### config.mk
export PLATFORM = sky130hd
export DESIGN_NAME = tds_average_and_convert
export DESIGN_NICKNAME = d
export VERILOG_FILES = /design/src/hw/rtl/tdsac_pkg.sv /design/src/hw/rtl/tds_average_and_convert.sv
export SDC_FILE = /design/constraint.sdc
export NUM_CORES = 1
export LEC_CHECK = 0
export ABC_AREA = 1
export BUFFER_PORTS_ARGS = -buffer_cell sky130_fd_sc_hd__buf_2
export CAP_MARGIN = 0
export CORE_MARGIN = 2
export CORE_UTILIZATION = 55
export CTS_CLUSTER_DIAMETER = 100
export DETAILED_ROUTE_END_ITERATION = 10
export PLACE_DENSITY = 0.73
export SLEW_MARGIN = 30
export SYNTH_ARGS = -nofsm -noshare
export SYNTH_HDL_FRONTEND = slang
export SYNTH_SLANG_ARGS = --single-unit
export TNS_END_PERCENT = 5
### constraint.sdc
create_clock -name clock -period 8.98 [get_ports clock]
set_input_delay 0 -clock clock [delete_from_list [all_inputs] [get_ports clock]]
set_output_delay 0 -clock clock [all_outputs]
set_load 0.02 [all_outputs]
### src/hw/rtl/tdsac_pkg.sv
// Shared widths, types and constants of the TDS averager and converter.
package tdsac_pkg;

   function automatic int imax(input int a, input int b);
      return (a > b) ? a : b;
   endfunction

   // Window length and ADC resolution.
   localparam int WINDOW_SAMPLES = 32;
   localparam int ADC_BITS       = 12;

   // Field widths.
   localparam int CODE_W = ADC_BITS;
   localparam int MV_W   = 13;
   localparam int REF_W  = 13;
   localparam int GAIN_W = 16;
   localparam int TDS_W  = 18;

   // Voltage is unsigned Q3.16; square and cube keep 16 fraction bits.
   localparam int FRAC_W = 16;
   localparam int VOLT_W = 19;
   localparam int V2_W   = 2 * VOLT_W - FRAC_W;
   localparam int V3_W   = V2_W + VOLT_W - FRAC_W;

   // Accumulators and sample counter.
   localparam int WIN_LOG = $clog2(WINDOW_SAMPLES);
   localparam int CNT_W   = (WIN_LOG > 0) ? WIN_LOG : 1;
   localparam int CSUM_W  = CODE_W + WIN_LOG;
   localparam int MSUM_W  = MV_W + WIN_LOG;

   // Voltage divisor: full scale code times 1000 mV per volt.
   localparam longint FULL_SCALE   = (64'd1 << ADC_BITS) - 64'd1;
   localparam longint VOLT_DIVISOR = FULL_SCALE * 64'd1000;
   localparam int     VDIV_W       = $clog2(VOLT_DIVISOR + 1);
   localparam int     WDIV_W       = $clog2(WINDOW_SAMPLES + 1);

   // Serial divider: dividend register and divisor width.
   localparam int NUM_W = CODE_W + REF_W + FRAC_W;
   localparam int DVD_W = imax(NUM_W, imax(CSUM_W, MSUM_W));
   localparam int DSR_W = imax(VDIV_W, WDIV_W);

   // Polynomial coefficients with 8 fraction bits: Q8.8 cube and square, Q10.8 linear.
   localparam int CUBE_COEF_W = 16;
   localparam int SQR_COEF_W  = 16;
   localparam int LIN_COEF_W  = 18;

   // Polynomial terms.
   localparam int CUBE_TERM_W = CUBE_COEF_W + V3_W;
   localparam int LIN_TERM_W  = LIN_COEF_W + VOLT_W;
   localparam int TERM_W      = imax(CUBE_TERM_W, LIN_TERM_W) + 1;

   // Gain times ten, then the shift that brings Q24 times Q4.12 back to tenths.
   localparam int G10_W     = GAIN_W + 4;
   localparam int OUT_SHIFT = 36;

   // Serial multiplier: the multiplicand is added, the multiplier is scanned a bit a cycle.
   // The widest multiplicand is the scaled gain, the widest multiplier the polynomial value.
   localparam int MCAND_W = imax(G10_W, imax(LIN_COEF_W, imax(VOLT_W, REF_W)));
   localparam int MLR_W   = imax(TERM_W, imax(V3_W, CODE_W));
   localparam int PROD_W  = MCAND_W + MLR_W;

   localparam int ITER_MAX = imax(DVD_W, MLR_W);
   localparam int STEP_W   = $clog2(ITER_MAX);

   // Stream payloads, padded to whole bytes.
   localparam int REQ_DATA_W = ((CODE_W + MV_W + 7) / 8) * 8;
   localparam int RSP_DATA_W = ((CODE_W + MV_W + TDS_W + 7) / 8) * 8;

   // Register port.
   localparam int CSR_ADDR_W = 3;
   localparam int CSR_DATA_W = 32;
   localparam int REG_IDX_W  = CSR_ADDR_W - 2;

   typedef logic [CODE_W-1:0]     code_type;
   typedef logic [MV_W-1:0]       mv_type;
   typedef logic [REF_W-1:0]      ref_type;
   typedef logic [GAIN_W-1:0]     gain_type;
   typedef logic [TDS_W-1:0]      tds_type;
   typedef logic [VOLT_W-1:0]     volt_type;
   typedef logic [V2_W-1:0]       v2_type;
   typedef logic [V3_W-1:0]       v3_type;
   typedef logic [CNT_W-1:0]      cnt_type;
   typedef logic [CSUM_W-1:0]     csum_type;
   typedef logic [MSUM_W-1:0]     msum_type;
   typedef logic [DVD_W-1:0]      dvd_type;
   typedef logic [DSR_W-1:0]      dsr_type;
   typedef logic [TERM_W-1:0]     term_type;
   typedef logic [G10_W-1:0]      g10_type;
   typedef logic [MCAND_W-1:0]    mcand_type;
   typedef logic [MLR_W-1:0]      mlr_type;
   typedef logic [PROD_W-1:0]     prod_type;
   typedef logic [STEP_W-1:0]     step_type;
   typedef logic [REQ_DATA_W-1:0] req_data_type;
   typedef logic [RSP_DATA_W-1:0] rsp_data_type;
   typedef logic [CSR_ADDR_W-1:0] csr_addr_type;
   typedef logic [CSR_DATA_W-1:0] csr_data_type;
   typedef logic [REG_IDX_W-1:0]  reg_idx_type;

   localparam logic [CUBE_COEF_W-1:0] COEF_CUBE   = 16'd34156;
   localparam logic [SQR_COEF_W-1:0]  COEF_SQUARE = 16'd65500;
   localparam logic [LIN_COEF_W-1:0]  COEF_LINEAR = 18'd219492;

   localparam volt_type VOLT_MAX = {VOLT_W{1'b1}};
   localparam tds_type  TDS_MAX  = {TDS_W{1'b1}};

   localparam dsr_type  WIN_DIVISOR  = dsr_type'(WINDOW_SAMPLES);
   localparam dsr_type  VOLT_DSR     = dsr_type'(VOLT_DIVISOR);
   localparam cnt_type  CNT_LAST     = cnt_type'(WINDOW_SAMPLES - 1);
   localparam step_type DIV_LAST     = step_type'(DVD_W - 1);
   localparam step_type MUL_LAST     = step_type'(MLR_W - 1);

   localparam reg_idx_type REG_REFERENCE = 1'b0;
   localparam reg_idx_type REG_GAIN      = 1'b1;

   localparam ref_type  RESET_REFERENCE = 13'd3300;
   localparam gain_type RESET_GAIN      = 16'd4096;

endpackage

### src/hw/rtl/tds_average_and_convert.sv
// Top level of the TDS window averager and ppm converter.
//
// Paired samples (raw ADC code and millivolt reading) arrive on the req_ stream channel
// and are summed while the block is collecting; one transaction per cycle is taken then.
// The transaction that completes a window of WINDOW_SAMPLES samples starts the conversion:
// two window averages and the voltage come from a restoring divider that retires one
// quotient bit per cycle, and the product chain of the voltage numerator, the cubic and
// the gain runs on a shift-add multiplier that scans one multiplier bit per cycle. The
// result passes through the emit state into the output register that drives rsp_.
// req_tready is low while the conversion runs. A finished result sits in the output
// register until rsp_tready takes it; the block keeps collecting the next window
// meanwhile, and only a conversion that finishes while the old result is still waiting
// holds in its final state until the register frees. The registers on the csr_ port
// must be written only while the block is idle; the block itself does not enforce this.
// Reset (synchronous) discards partial sums, aborts any conversion, drops a waiting
// result and restores the register defaults.
module tds_average_and_convert (
   input  logic                     clock,
   input  logic                     reset,
   // Sample channel.
   input  logic                     req_tvalid,
   output logic                     req_tready,
   // tdata from bit 0 up: raw_code, sample_millivolts, zero padding.
   input  tdsac_pkg::req_data_type  req_tdata,
   // Result channel.
   output logic                     rsp_tvalid,
   input  logic                     rsp_tready,
   // tdata from bit 0 up: average_code, average_millivolts, dissolved_tenths_ppm, padding.
   output tdsac_pkg::rsp_data_type  rsp_tdata,
   // tuser: saturated.
   output logic                     rsp_tuser,
   // Register port.
   input  logic                     csr_psel,
   input  logic                     csr_penable,
   input  logic                     csr_pwrite,
   input  tdsac_pkg::csr_addr_type  csr_paddr,
   input  tdsac_pkg::csr_data_type  csr_pwdata,
   output tdsac_pkg::csr_data_type  csr_prdata,
   output logic                     csr_pready
);

   // Sequencer: collect samples, then walk through the divide and multiply steps.
   typedef enum logic [12:0] {
      ST_COLLECT    = 13'h0001,
      ST_DIV_CODE   = 13'h0002,
      ST_DIV_MV     = 13'h0004,
      ST_MUL_NUM    = 13'h0008,
      ST_DIV_VOLT   = 13'h0010,
      ST_MUL_SQ     = 13'h0020,
      ST_MUL_CUBE_V = 13'h0040,
      ST_MUL_CUBE   = 13'h0080,
      ST_MUL_LIN    = 13'h0100,
      ST_MUL_SQT    = 13'h0200,
      ST_MUL_GAIN   = 13'h0400,
      ST_EMIT       = 13'h0800,
      ST_SPARE      = 13'h1000
   } state_type;

   state_type state_ff, state_in;
   tdsac_pkg::step_type  step_ff, step_in;
   tdsac_pkg::cnt_type   count_ff, count_in;
   tdsac_pkg::csum_type  code_sum_ff, code_sum_in;
   tdsac_pkg::msum_type  mv_sum_ff, mv_sum_in;

   tdsac_pkg::ref_type   ref_ff, ref_in;
   tdsac_pkg::gain_type  gain_ff, gain_in;

   // Divider registers: partial remainder, dividend shifting out while quotient shifts in.
   tdsac_pkg::dsr_type   div_rem_ff, div_rem_in;
   tdsac_pkg::dvd_type   div_dq_ff, div_dq_in;
   tdsac_pkg::dsr_type   div_dsr_ff, div_dsr_in;

   // Multiplier registers: upper product half, multiplier sharing the lower half.
   tdsac_pkg::mcand_type mul_hi_ff, mul_hi_in;
   tdsac_pkg::mlr_type   mul_lo_ff, mul_lo_in;
   tdsac_pkg::mcand_type mul_mcand_ff, mul_mcand_in;

   // Intermediate results.
   tdsac_pkg::code_type  avg_code_ff, avg_code_in;
   tdsac_pkg::mv_type    avg_mv_ff, avg_mv_in;
   tdsac_pkg::volt_type  volt_ff, volt_in;
   tdsac_pkg::v2_type    v2_ff, v2_in;
   tdsac_pkg::v3_type    v3_ff, v3_in;
   tdsac_pkg::term_type  term_ff, term_in;
   tdsac_pkg::tds_type   tds_ff, tds_in;
   logic                 sat_ff, sat_in;

   // Output register.
   logic                 rsp_valid_ff, rsp_valid_in;
   tdsac_pkg::code_type  rsp_code_ff, rsp_code_in;
   tdsac_pkg::mv_type    rsp_mv_ff, rsp_mv_in;
   tdsac_pkg::tds_type   rsp_tds_ff, rsp_tds_in;
   logic                 rsp_sat_ff, rsp_sat_in;

   // Combinational step results.
   logic [tdsac_pkg::DSR_W+1:0]   div_diff;
   logic                          div_qbit;
   tdsac_pkg::dsr_type            div_rem_next;
   tdsac_pkg::dvd_type            div_quo;
   logic [tdsac_pkg::MCAND_W:0]   mul_sum;
   tdsac_pkg::prod_type           mul_prod;
   logic                          div_last, mul_last;
   logic                          req_take, rsp_free, csr_write;
   tdsac_pkg::code_type           req_code;
   tdsac_pkg::mv_type             req_mv;
   tdsac_pkg::csum_type           code_total;
   tdsac_pkg::msum_type           mv_total;
   tdsac_pkg::g10_type            gain10;
   tdsac_pkg::volt_type           volt_next;
   tdsac_pkg::v2_type             v2_next;
   tdsac_pkg::v3_type             v3_next;
   tdsac_pkg::term_type           prod_term;
   tdsac_pkg::reg_idx_type        csr_idx;

   // Load requests for the shared units, set by the sequencer.
   logic                          div_load, mul_load;
   tdsac_pkg::dvd_type            div_load_dvd;
   tdsac_pkg::dsr_type            div_load_dsr;
   tdsac_pkg::mcand_type          mul_load_mcand;
   tdsac_pkg::mlr_type            mul_load_mlr;

   assign req_code   = req_tdata[tdsac_pkg::CODE_W-1:0];
   assign req_mv     = req_tdata[tdsac_pkg::CODE_W +: tdsac_pkg::MV_W];
   assign req_tready = (state_ff == ST_COLLECT);
   assign req_take   = req_tvalid & req_tready;
   assign rsp_free   = ~rsp_valid_ff | rsp_tready;

   assign code_total = code_sum_ff + tdsac_pkg::csum_type'(req_code);
   assign mv_total   = mv_sum_ff + tdsac_pkg::msum_type'(req_mv);

   // One restoring division step: bring down the next dividend bit and try a subtract.
   assign div_diff = {1'b0, div_rem_ff, div_dq_ff[tdsac_pkg::DVD_W-1]}
                     - {2'b00, div_dsr_ff};
   assign div_qbit = ~div_diff[tdsac_pkg::DSR_W+1];
   // When the subtract fails the shifted remainder is below the divisor, so its top bit is zero.
   assign div_rem_next = div_qbit ? div_diff[tdsac_pkg::DSR_W-1:0]
                                  : {div_rem_ff[tdsac_pkg::DSR_W-2:0],
                                     div_dq_ff[tdsac_pkg::DVD_W-1]};
   assign div_quo  = {div_dq_ff[tdsac_pkg::DVD_W-2:0], div_qbit};

   // One shift-add multiply step on the lowest multiplier bit, then shift the product right.
   assign mul_sum  = {1'b0, mul_hi_ff}
                     + (mul_lo_ff[0] ? {1'b0, mul_mcand_ff} : {(tdsac_pkg::MCAND_W+1){1'b0}});
   assign mul_prod = {mul_sum, mul_lo_ff[tdsac_pkg::MLR_W-1:1]};

   assign div_last = (step_ff == tdsac_pkg::DIV_LAST);
   assign mul_last = (step_ff == tdsac_pkg::MUL_LAST);

   // Gain times ten as two shifted copies.
   assign gain10 = tdsac_pkg::g10_type'({gain_ff, 3'b000})
                   + tdsac_pkg::g10_type'({gain_ff, 1'b0});

   // The voltage is held at the top of the Q3.16 range.
   assign volt_next = (|div_quo[tdsac_pkg::DVD_W-1:tdsac_pkg::VOLT_W])
                      ? tdsac_pkg::VOLT_MAX : div_quo[tdsac_pkg::VOLT_W-1:0];
   assign v2_next   = mul_prod[tdsac_pkg::FRAC_W +: tdsac_pkg::V2_W];
   assign v3_next   = mul_prod[tdsac_pkg::FRAC_W +: tdsac_pkg::V3_W];
   assign prod_term = mul_prod[tdsac_pkg::TERM_W-1:0];

   // Register writes land on the access phase; pready is tied high.
   assign csr_pready = 1'b1;
   assign csr_write  = csr_psel & csr_penable & csr_pwrite & csr_pready;
   assign csr_idx    = csr_paddr[tdsac_pkg::CSR_ADDR_W-1:2];

   always_comb begin
      unique case (csr_idx)
         tdsac_pkg::REG_REFERENCE: csr_prdata = tdsac_pkg::csr_data_type'(ref_ff);
         tdsac_pkg::REG_GAIN:      csr_prdata = tdsac_pkg::csr_data_type'(gain_ff);
         default:                  csr_prdata = '0;
      endcase
   end

   always_comb begin
      ref_in  = ref_ff;
      gain_in = gain_ff;
      if (csr_write) begin
         unique case (csr_idx)
            tdsac_pkg::REG_REFERENCE: ref_in  = csr_pwdata[tdsac_pkg::REF_W-1:0];
            tdsac_pkg::REG_GAIN:      gain_in = csr_pwdata[tdsac_pkg::GAIN_W-1:0];
            default: ;
         endcase
      end
   end

   // Sequencer. Each divide or multiply state steps its unit; on the last step the result is
   // captured and, except after the gain multiply, a unit is loaded for the next operation.
   always_comb begin
      state_in       = state_ff;
      count_in       = count_ff;
      code_sum_in    = code_sum_ff;
      mv_sum_in      = mv_sum_ff;
      avg_code_in    = avg_code_ff;
      avg_mv_in      = avg_mv_ff;
      volt_in        = volt_ff;
      v2_in          = v2_ff;
      v3_in          = v3_ff;
      term_in        = term_ff;
      tds_in         = tds_ff;
      sat_in         = sat_ff;
      rsp_valid_in   = rsp_valid_ff & ~rsp_tready;
      rsp_code_in    = rsp_code_ff;
      rsp_mv_in      = rsp_mv_ff;
      rsp_tds_in     = rsp_tds_ff;
      rsp_sat_in     = rsp_sat_ff;
      div_load       = 1'b0;
      div_load_dvd   = '0;
      div_load_dsr   = '0;
      mul_load       = 1'b0;
      mul_load_mcand = '0;
      mul_load_mlr   = '0;
      step_in        = '0;

      unique case (state_ff)
         ST_COLLECT: begin
            if (req_take) begin
               code_sum_in = code_total;
               mv_sum_in   = mv_total;
               if (count_ff == tdsac_pkg::CNT_LAST) begin
                  count_in     = '0;
                  div_load     = 1'b1;
                  div_load_dvd = tdsac_pkg::dvd_type'(code_total);
                  div_load_dsr = tdsac_pkg::WIN_DIVISOR;
                  state_in     = ST_DIV_CODE;
               end else begin
                  count_in = count_ff + 1'b1;
               end
            end
         end
         ST_DIV_CODE: begin
            step_in = step_ff + 1'b1;
            if (div_last) begin
               step_in      = '0;
               avg_code_in  = div_quo[tdsac_pkg::CODE_W-1:0];
               code_sum_in  = '0;
               div_load     = 1'b1;
               div_load_dvd = tdsac_pkg::dvd_type'(mv_sum_ff);
               div_load_dsr = tdsac_pkg::WIN_DIVISOR;
               state_in     = ST_DIV_MV;
            end
         end
         ST_DIV_MV: begin
            step_in = step_ff + 1'b1;
            if (div_last) begin
               step_in        = '0;
               avg_mv_in      = div_quo[tdsac_pkg::MV_W-1:0];
               mv_sum_in      = '0;
               mul_load       = 1'b1;
               mul_load_mcand = tdsac_pkg::mcand_type'(ref_ff);
               mul_load_mlr   = tdsac_pkg::mlr_type'(avg_code_ff);
               state_in       = ST_MUL_NUM;
            end
         end
         ST_MUL_NUM: begin
            step_in = step_ff + 1'b1;
            if (mul_last) begin
               // Code times reference, scaled by 2^16, over full scale times 1000.
               step_in      = '0;
               div_load     = 1'b1;
               div_load_dvd = tdsac_pkg::dvd_type'(
                                 {mul_prod[tdsac_pkg::CODE_W+tdsac_pkg::REF_W-1:0],
                                  {tdsac_pkg::FRAC_W{1'b0}}});
               div_load_dsr = tdsac_pkg::VOLT_DSR;
               state_in     = ST_DIV_VOLT;
            end
         end
         ST_DIV_VOLT: begin
            step_in = step_ff + 1'b1;
            if (div_last) begin
               step_in        = '0;
               volt_in        = volt_next;
               mul_load       = 1'b1;
               mul_load_mcand = tdsac_pkg::mcand_type'(volt_next);
               mul_load_mlr   = tdsac_pkg::mlr_type'(volt_next);
               state_in       = ST_MUL_SQ;
            end
         end
         ST_MUL_SQ: begin
            step_in = step_ff + 1'b1;
            if (mul_last) begin
               step_in        = '0;
               v2_in          = v2_next;
               mul_load       = 1'b1;
               mul_load_mcand = tdsac_pkg::mcand_type'(volt_ff);
               mul_load_mlr   = tdsac_pkg::mlr_type'(v2_next);
               state_in       = ST_MUL_CUBE_V;
            end
         end
         ST_MUL_CUBE_V: begin
            step_in = step_ff + 1'b1;
            if (mul_last) begin
               step_in        = '0;
               v3_in          = v3_next;
               mul_load       = 1'b1;
               mul_load_mcand = tdsac_pkg::mcand_type'(tdsac_pkg::COEF_CUBE);
               mul_load_mlr   = tdsac_pkg::mlr_type'(v3_next);
               state_in       = ST_MUL_CUBE;
            end
         end
         ST_MUL_CUBE: begin
            step_in = step_ff + 1'b1;
            if (mul_last) begin
               step_in        = '0;
               term_in        = prod_term;
               mul_load       = 1'b1;
               mul_load_mcand = tdsac_pkg::mcand_type'(tdsac_pkg::COEF_LINEAR);
               mul_load_mlr   = tdsac_pkg::mlr_type'(volt_ff);
               state_in       = ST_MUL_LIN;
            end
         end
         ST_MUL_LIN: begin
            step_in = step_ff + 1'b1;
            if (mul_last) begin
               step_in        = '0;
               term_in        = term_ff + prod_term;
               mul_load       = 1'b1;
               mul_load_mcand = tdsac_pkg::mcand_type'(tdsac_pkg::COEF_SQUARE);
               mul_load_mlr   = tdsac_pkg::mlr_type'(v2_ff);
               state_in       = ST_MUL_SQT;
            end
         end
         ST_MUL_SQT: begin
            step_in = step_ff + 1'b1;
            if (mul_last) begin
               // A negative cubic clamps to zero.
               step_in        = '0;
               term_in        = (term_ff >= prod_term) ? term_ff - prod_term : '0;
               mul_load       = 1'b1;
               mul_load_mcand = tdsac_pkg::mcand_type'(gain10);
               mul_load_mlr   = tdsac_pkg::mlr_type'(term_in);
               state_in       = ST_MUL_GAIN;
            end
         end
         ST_MUL_GAIN: begin
            step_in = step_ff + 1'b1;
            if (mul_last) begin
               step_in  = '0;
               sat_in   = |mul_prod[tdsac_pkg::PROD_W-1:tdsac_pkg::OUT_SHIFT+tdsac_pkg::TDS_W];
               tds_in   = sat_in ? tdsac_pkg::TDS_MAX
                                 : mul_prod[tdsac_pkg::OUT_SHIFT +: tdsac_pkg::TDS_W];
               state_in = ST_EMIT;
            end
         end
         ST_EMIT: begin
            // Wait here while an older result still occupies the output register.
            if (rsp_free) begin
               rsp_valid_in = 1'b1;
               rsp_code_in  = avg_code_ff;
               rsp_mv_in    = avg_mv_ff;
               rsp_tds_in   = tds_ff;
               rsp_sat_in   = sat_ff;
               state_in     = ST_COLLECT;
            end
         end
         default: begin
            state_in = ST_COLLECT;
         end
      endcase
   end

   // Shared units step every cycle of their states and load on request.
   always_comb begin
      div_rem_in   = div_rem_ff;
      div_dq_in    = div_dq_ff;
      div_dsr_in   = div_dsr_ff;
      mul_hi_in    = mul_hi_ff;
      mul_lo_in    = mul_lo_ff;
      mul_mcand_in = mul_mcand_ff;
      if (state_ff == ST_DIV_CODE || state_ff == ST_DIV_MV || state_ff == ST_DIV_VOLT) begin
         div_rem_in = div_rem_next;
         div_dq_in  = div_quo;
      end
      if (div_load) begin
         div_rem_in = '0;
         div_dq_in  = div_load_dvd;
         div_dsr_in = div_load_dsr;
      end
      if (state_ff == ST_MUL_NUM || state_ff == ST_MUL_SQ || state_ff == ST_MUL_CUBE_V
          || state_ff == ST_MUL_CUBE || state_ff == ST_MUL_LIN || state_ff == ST_MUL_SQT
          || state_ff == ST_MUL_GAIN) begin
         mul_hi_in = mul_prod[tdsac_pkg::PROD_W-1:tdsac_pkg::MLR_W];
         mul_lo_in = mul_prod[tdsac_pkg::MLR_W-1:0];
      end
      if (mul_load) begin
         mul_hi_in    = '0;
         mul_lo_in    = mul_load_mlr;
         mul_mcand_in = mul_load_mcand;
      end
   end

   always_ff @(posedge clock) begin
      if (reset) begin
         state_ff     <= ST_COLLECT;
         step_ff      <= '0;
         count_ff     <= '0;
         code_sum_ff  <= '0;
         mv_sum_ff    <= '0;
         ref_ff       <= tdsac_pkg::RESET_REFERENCE;
         gain_ff      <= tdsac_pkg::RESET_GAIN;
         rsp_valid_ff <= 1'b0;
      end else begin
         state_ff     <= state_in;
         step_ff      <= step_in;
         count_ff     <= count_in;
         code_sum_ff  <= code_sum_in;
         mv_sum_ff    <= mv_sum_in;
         ref_ff       <= ref_in;
         gain_ff      <= gain_in;
         rsp_valid_ff <= rsp_valid_in;
      end
   end

   always_ff @(posedge clock) begin
      div_rem_ff   <= div_rem_in;
      div_dq_ff    <= div_dq_in;
      div_dsr_ff   <= div_dsr_in;
      mul_hi_ff    <= mul_hi_in;
      mul_lo_ff    <= mul_lo_in;
      mul_mcand_ff <= mul_mcand_in;
      avg_code_ff  <= avg_code_in;
      avg_mv_ff    <= avg_mv_in;
      volt_ff      <= volt_in;
      v2_ff        <= v2_in;
      v3_ff        <= v3_in;
      term_ff      <= term_in;
      tds_ff       <= tds_in;
      sat_ff       <= sat_in;
      rsp_code_ff  <= rsp_code_in;
      rsp_mv_ff    <= rsp_mv_in;
      rsp_tds_ff   <= rsp_tds_in;
      rsp_sat_ff   <= rsp_sat_in;
   end

   assign rsp_tvalid = rsp_valid_ff;
   assign rsp_tdata  = tdsac_pkg::rsp_data_type'({rsp_tds_ff, rsp_mv_ff, rsp_code_ff});
   assign rsp_tuser  = rsp_sat_ff;

   // The sample that closes a window starts the conversion with a fresh step count.
   a_window_start: assert property (@(posedge clock) disable iff (reset)
      (req_take && count_ff == tdsac_pkg::CNT_LAST)
      |=> (state_ff == ST_DIV_CODE && count_ff == '0 && step_ff == '0))
      else $error("window end did not start the conversion");

   // A result only appears from the final sequencer state.
   a_result_source: assert property (@(posedge clock) disable iff (reset)
      $rose(rsp_valid_ff) |-> ($past(state_ff) == ST_EMIT))
      else $error("result shown outside the emit state");

   // A finished conversion waits rather than overwriting an untaken result.
   a_result_wait: assert property (@(posedge clock) disable iff (reset)
      (state_ff == ST_EMIT && rsp_valid_ff && !rsp_tready) |=> (state_ff == ST_EMIT))
      else $error("pending result overwritten");

   // The saturation flag always comes with the top of the output range.
   a_sat_value: assert property (@(posedge clock) disable iff (reset)
      (rsp_valid_ff && rsp_sat_ff) |-> (rsp_tds_ff == tdsac_pkg::TDS_MAX))
      else $error("saturated result not at full scale");

endmodule

# After elaboration in Yosys (flattened, before gate mapping)
# Cells that the tools add are included.
# totals
register_bits	427
output_inout_bits	84
wordCells	175
# classes
n_bitwise	9
n_eq_ne	28
n_mux	71
add_sub_neg	9
reduce_logical	32
magnitude_cmp	1
# op_table
operator	count
42-bit two-way mux	7
42-bit one-hot mux with 7 select lines	1
13-bit two-way mux	14
13-bit one-hot mux with 12 select lines	1
20-bit one-hot mux with 7 select lines	1
42-bit one-hot mux with 3 select lines	1
41-bit two-way mux	3
41-bit one-hot mux with 3 select lines	1
19-bit two-way mux	5
22-bit two-way mux	4
18-bit two-way mux	4
17-bit two-way mux	4
22-bit one-hot mux with 3 select lines	1
32-bit one-hot mux with 2 select lines	1
42-bit adder	1
42-bit greater-or-equal comparator	1
42-bit subtractor	1
20-bit two-way mux	2
18-bit one-hot mux with 2 select lines	1
17-bit one-hot mux with 2 select lines	1
16-bit two-way mux	2
6-bit two-way mux	5
25-bit two-way mux	1
23-bit by 22-bit subtractor with 24-bit output	1
44 further kinds	86

# Logic depth before layout (Yosys ltp)
# depth
word_depth	9
mapped_depth	19

# Worst setup path before layout
# OpenSTA, ideal clock, no wires.
# synth_path
path_type	register -> register
start	register state_ff[4]
end	register rsp_code_ff[0], enable pin
required_time_ns	8.520
t_arrival_ns	3.029
path_slack_ns	5.491
path_buffers	0
period_less_slack_ns	3.489
setup_time_ns	0.460
stages_incl_launch_ff	6
path_cell_list	dfxtp_1 > nor2_2 > nand2_4 > nor2_4 > nand2_1 > a21oi_1
# synth_between
elab_chain_cells	2
# synth_lines
element	line_no	source
start, declared	tds_average_and_convert.sv:59	state_type state_ff, state_in;
start signal, assigned	tds_average_and_convert.sv:401	state_ff <= state_in;
13-bit by 12-bit equality test with 1-bit output	tds_average_and_convert.sv:213	unique case (state_ff)
2-bit AND reduction (no source line)	--	
end signal, assigned	tds_average_and_convert.sv:427	rsp_code_ff <= rsp_code_in;
end, declared	tds_average_and_convert.sv:90	tdsac_pkg::code_type rsp_code_ff, rsp_code_in;
# No other way between the ends.
# A chain may end at the register's enable or synchronous reset.

# Worst setup path after layout
# layout_path
start	register mul_lo_ff[0]
end	register mul_lo_ff[37] (data pin)
# layout_between
elab_chain_cells	7
# layout_lines
element	line_no	source
start, declared	tds_average_and_convert.sv:75	tdsac_pkg::mlr_type mul_lo_ff, mul_lo_in;
start signal, assigned	tds_average_and_convert.sv:417	mul_lo_ff <= mul_lo_in;
20-bit two-way mux	tds_average_and_convert.sv:143	+ (mul_lo_ff[0] ? {1'b0, mul_mcand_ff} : {(tdsac_pkg::MCAND_W+1){1'b0}});
20-bit by 20-bit adder with 21-bit output	tds_average_and_convert.sv:143	
net mul_sum (one bit)	tds_average_and_convert.sv:100	logic [tdsac_pkg::MCAND_W:0] mul_sum;
42-bit greater-or-equal comparator	tds_average_and_convert.sv:326	term_in = (term_ff >= prod_term) ? term_ff - prod_term : '0;
42-bit two-way mux	tds_average_and_convert.sv:326	
42-bit two-way mux	tds_average_and_convert.sv:323	if (mul_last) begin
42-bit one-hot mux with 7 select lines	tds_average_and_convert.sv:213	
42-bit two-way mux	tds_average_and_convert.sv:383	if (mul_load) begin
net mul_lo_in[37]	tds_average_and_convert.sv:75	
# The timed path passes the listed nets, and every way through them passes these cells.

==> metrics.yaml <==
outcome: "finished clean"
finalCritPeriodShare: 0.473
die_area_um2: 55200
regToRegEndpoint: "mul_lo_ff[37]$_DFFE_PP_"
via_per_inst: 5.58
p_leak_nw: 15.5
hold_violations: 0
cts_tree: "done"
antenna_found_initial: 1
hp-class: "input pin to flip-flop"
grt_pass1_wl_um: 151000
tightest_slew_ns: 1.01
end_kind: "flip-flop"
core_area_um2: 52700
fp.dieH_um: 235
clockBufferDepth: 3
num_rows: 84
clkSlewWorstSetupHoldPaths_ns: 0.06
cts.sinks: 406
io_pins: 158
synth_area_um2: 29300
power.switching_mw: 3.16
worstSetupPathType: "flip-flop to flip-flop"
overflow: 0
drt_wl_total_um: 100000
cts-resized-gates: 0
yosys_warnings: 0
grt_use_total: 0.354
crit_chain: "nand2_1 > inv_1 > ha_1 > inv_1 > ha_1 > nand2_1 > nor2_1 > inv_1 > nor2_1 > nand2_1 > nor2_1 > nand2_1 > nand4_4 > buf_4 > nand4_1 > o21ai_0"
cp-start-kind: "flip-flop"
first_pass_iters: 6
power.internal_mw: 4.42
rsz0062_at_grt: "no"
cp_slowest_cell: "buf_4"
startpoint: "mul_lo_ff[0]$_DFFE_PP_"
seq_power_share: 0.331
clock.fmax_ghz: 0.236
synth_area_leaders: "edfxtp_1 28%, nand2_1 16%, dfxtp_1 8.9%"
drv_slew: 0
ys_ff_latch: 406
netlist.top_cell.by_area: "edfxtp_1"
cts.htree.levels: 2
synthToLayoutAreaGrowth_pct: 10.4
dp_hpwl_um: 76200
yosysSeqAreaShare: 0.371
initialDrtViolationCount: 2924
netlist.area_leader.share: 0.283
start_util: 0.557
finalPower_mw: 7.58
crit_arrival_ns: 4.66
crit_end: "mul_lo_ff[37]$_DFFE_PP_"
ir_worst_vdd_v: 0.000247
rrSetupSlack_ns: 4.74
ys.flop_type: "edfxtp_1"
cts_root_buffer: "clkbuf_16"
clk_latency_ns: 0.63
fin_setup_tns_ns: 0
slew_headroom: 0.322
drcViolationCount: 0
postCtsSetupRepairBufs: 0
critPathMaxStageDelay_ns: 0.66
cts_made_buffers: 47
power.density_nw_per_um2: 234
ys_async_sr_fraction: 0
fin_crit_ns: 4.24
grt_max_degree: 70
syn_avg_cell_area_um2: 6.98
swShare: 0.417
vias: 28100
rr_worst_depth: 16
die_w_um: 235
crit_fanout: 69
crit_top_cell: "nand2_1"
power_frac_comb: 0.395
maxCapViolCount: 0
required_ns: 9.39
synth.distinct_cells: 61
grt_pass1_vias: 26000
synth_cells: 4199
ant_nets: 0
drive_gt1_frac: 0.0720
final_nets: 4551
numPortBuffers: 110
p_clk_frac: 0.274
r2r-start: "mul_lo_ff[0]$_DFFE_PP_"
setup_violations: 0
clock_skew_ns: 0.0629
wl_per_cell_um: 19.9
gp_congestion: 1.04
synth-edff-count: 276
[cells in the mapped netlist (3+ instances only)]
| cell | number |
|---|---|
| clkbuf_2 | 3 |
| a21o_1 | 9 |
| or2_2 | 21 |
| nor3_1 | 44 |
| o21ai_0 | 173 |
| nor3_2 | 3 |
| ha_1 | 160 |
| nand3_1 | 351 |
| buf_6 | 7 |
| o22ai_1 | 28 |
| inv_2 | 19 |
| nand4_1 | 83 |
| nor3b_1 | 5 |
| o21ai_1 | 29 |
| xnor2_1 | 14 |
| xor2_1 | 39 |
| a311oi_1 | 3 |
| o2111ai_1 | 6 |
| o21bai_1 | 12 |
| nor2_4 | 10 |
| a31oi_1 | 18 |
| nand3b_1 | 21 |
| nor2_1 | 329 |
| clkbuf_1 | 35 |
| nor2_2 | 16 |
| inv_1 | 677 |
| dfxtp_1 | 130 |
| edfxtp_1 | 276 |
| buf_1 | 4 |
| o211ai_1 | 13 |
| fa_1 | 7 |
| nand2_1 | 1269 |
| nand2_2 | 13 |
| buf_2 | 50 |
| buf_4 | 39 |
| a22oi_1 | 12 |
| nand2_4 | 10 |
| a21oi_1 | 228 |
| o21a_1 | 4 |
[final cells by class]
class,count,area [µm²]
repair buffers,181,1210
multi-input cells,2975,15100
clock inverters,28,408
clock buffers,60,1280
flip-flops and latches,406,10900
diodes,1,2.50
inverters,699,2630
well taps,688,861
fillers,4952,20300
[worst max-delay path, delay by kind of cell, from the launching register on]
| kind | cells | cell delay, ns |
|---|---|---|
| adders and majority gates | 2 | 0.85 |
| AOI/OAI and AO/OA | 1 | 0.15 |
| DFF | 1 | 0.63 |
| and+or+nand+nor | 9 | 1.38 |
| buffers and inverters | 4 | 0.92 |
[cells in the final DEF, fill, tap and decap left out, types with 49 or more instances in the layout]
cell and instances:
nor2_1 327, buf_2 110, dfxtp_1 130, nand2_1 1269, ha_1 160, dlygate4sd3_1 49
o21ai_0 173, a21oi_1 227, nand3_1 351, nand4_1 83, inv_1 675, edfxtp_1 276
[timing repair]
action,4_1_cts,5_1_grt
setup endpoints to repair,0,0
hold buffers,49,0
endpoints found under the hold margin,65,0
[stage by stage]
step	setup WS (ns)	hold slack (ns)	std cells	utilization	cell area [µm²]
CTS	4.85	0.00765	5037	0.615	32400
detailed placement	4.91	0.227	4900	0.574	30200
floorplan	5.49	0.126	4219	-	29400
global route	4.57	0.0789	5037	0.615	32400
global placement	4.96	0.224	4900	0.574	30200
finish	4.74	0.0350	5038	0.615	32400
[how the worst min path moves through the flow]
| stage | startpoint | to | cells after the start |
|---|---|---|---|
| floorplan | csr_pwdata[5] | ref_ff[5]$_SDFFE_PP1P_ | 2 |
| global placement | csr_pwdata[13] | gain_ff[13]$_SDFFE_PP0P_ | 3 |
| detailed placement | csr_pwdata[13] | gain_ff[13]$_SDFFE_PP0P_ | 3 |
| CTS | req_tdata[3] | code_sum_ff[3]$_SDFFE_PP0P_ | 6 |
| global route | req_tdata[3] | code_sum_ff[3]$_SDFFE_PP0P_ | 6 |
| finish | req_tdata[3] | code_sum_ff[3]$_SDFFE_PP0P_ | 6 |
[layer usage]
layer	up-vias	wire [µm]	track usage
met4	0	5520	0.177
met3	223	9030	0.0627
met1	12900	40700	0.464
met5	-	0	0
met2	1238	44900	0.566
li1	13800	-	-
[cell families after synthesis]
logic type | Yosys count | synth area share
AND/OR/NAND/NOR | 2186 | 0.320
buffers and inverters | 838 | 0.117
AO/OA/AOI/OAI | 547 | 0.103
flip-flops | 406 | 0.371
adder cells (fa/ha/maj) | 167 | 0.0731
XOR/XNOR | 53 | 0.0158
other | 2 | 0.000256
[state kept, by name, indices dropped and copies added (netlist names), 18 cells and up]
signal	flops
div_rem_ff	22
mv_sum_ff	18
mul_lo_ff	42
mul_mcand_ff	20
mul_hi_ff	20
div_dq_ff	41
v2_ff	22
rsp_tds_ff	18
tds_ff	18
volt_ff	19
term_ff	42
[power groups by stage]
stage / Clock [mW] / Combinational (mW) / Sequential [mW]
global placement: 0 / 2.88 / 2.53
floorplan: 0 / 2.20 / 2.44
global route: 2.17 / 3.34 / 2.52
finish: 2.08 / 3.00 / 2.50
detailed placement: 0 / 2.90 / 2.53
CTS: 2.10 / 2.94 / 2.50
Note: power is estimated with default switching activity, not from simulation.
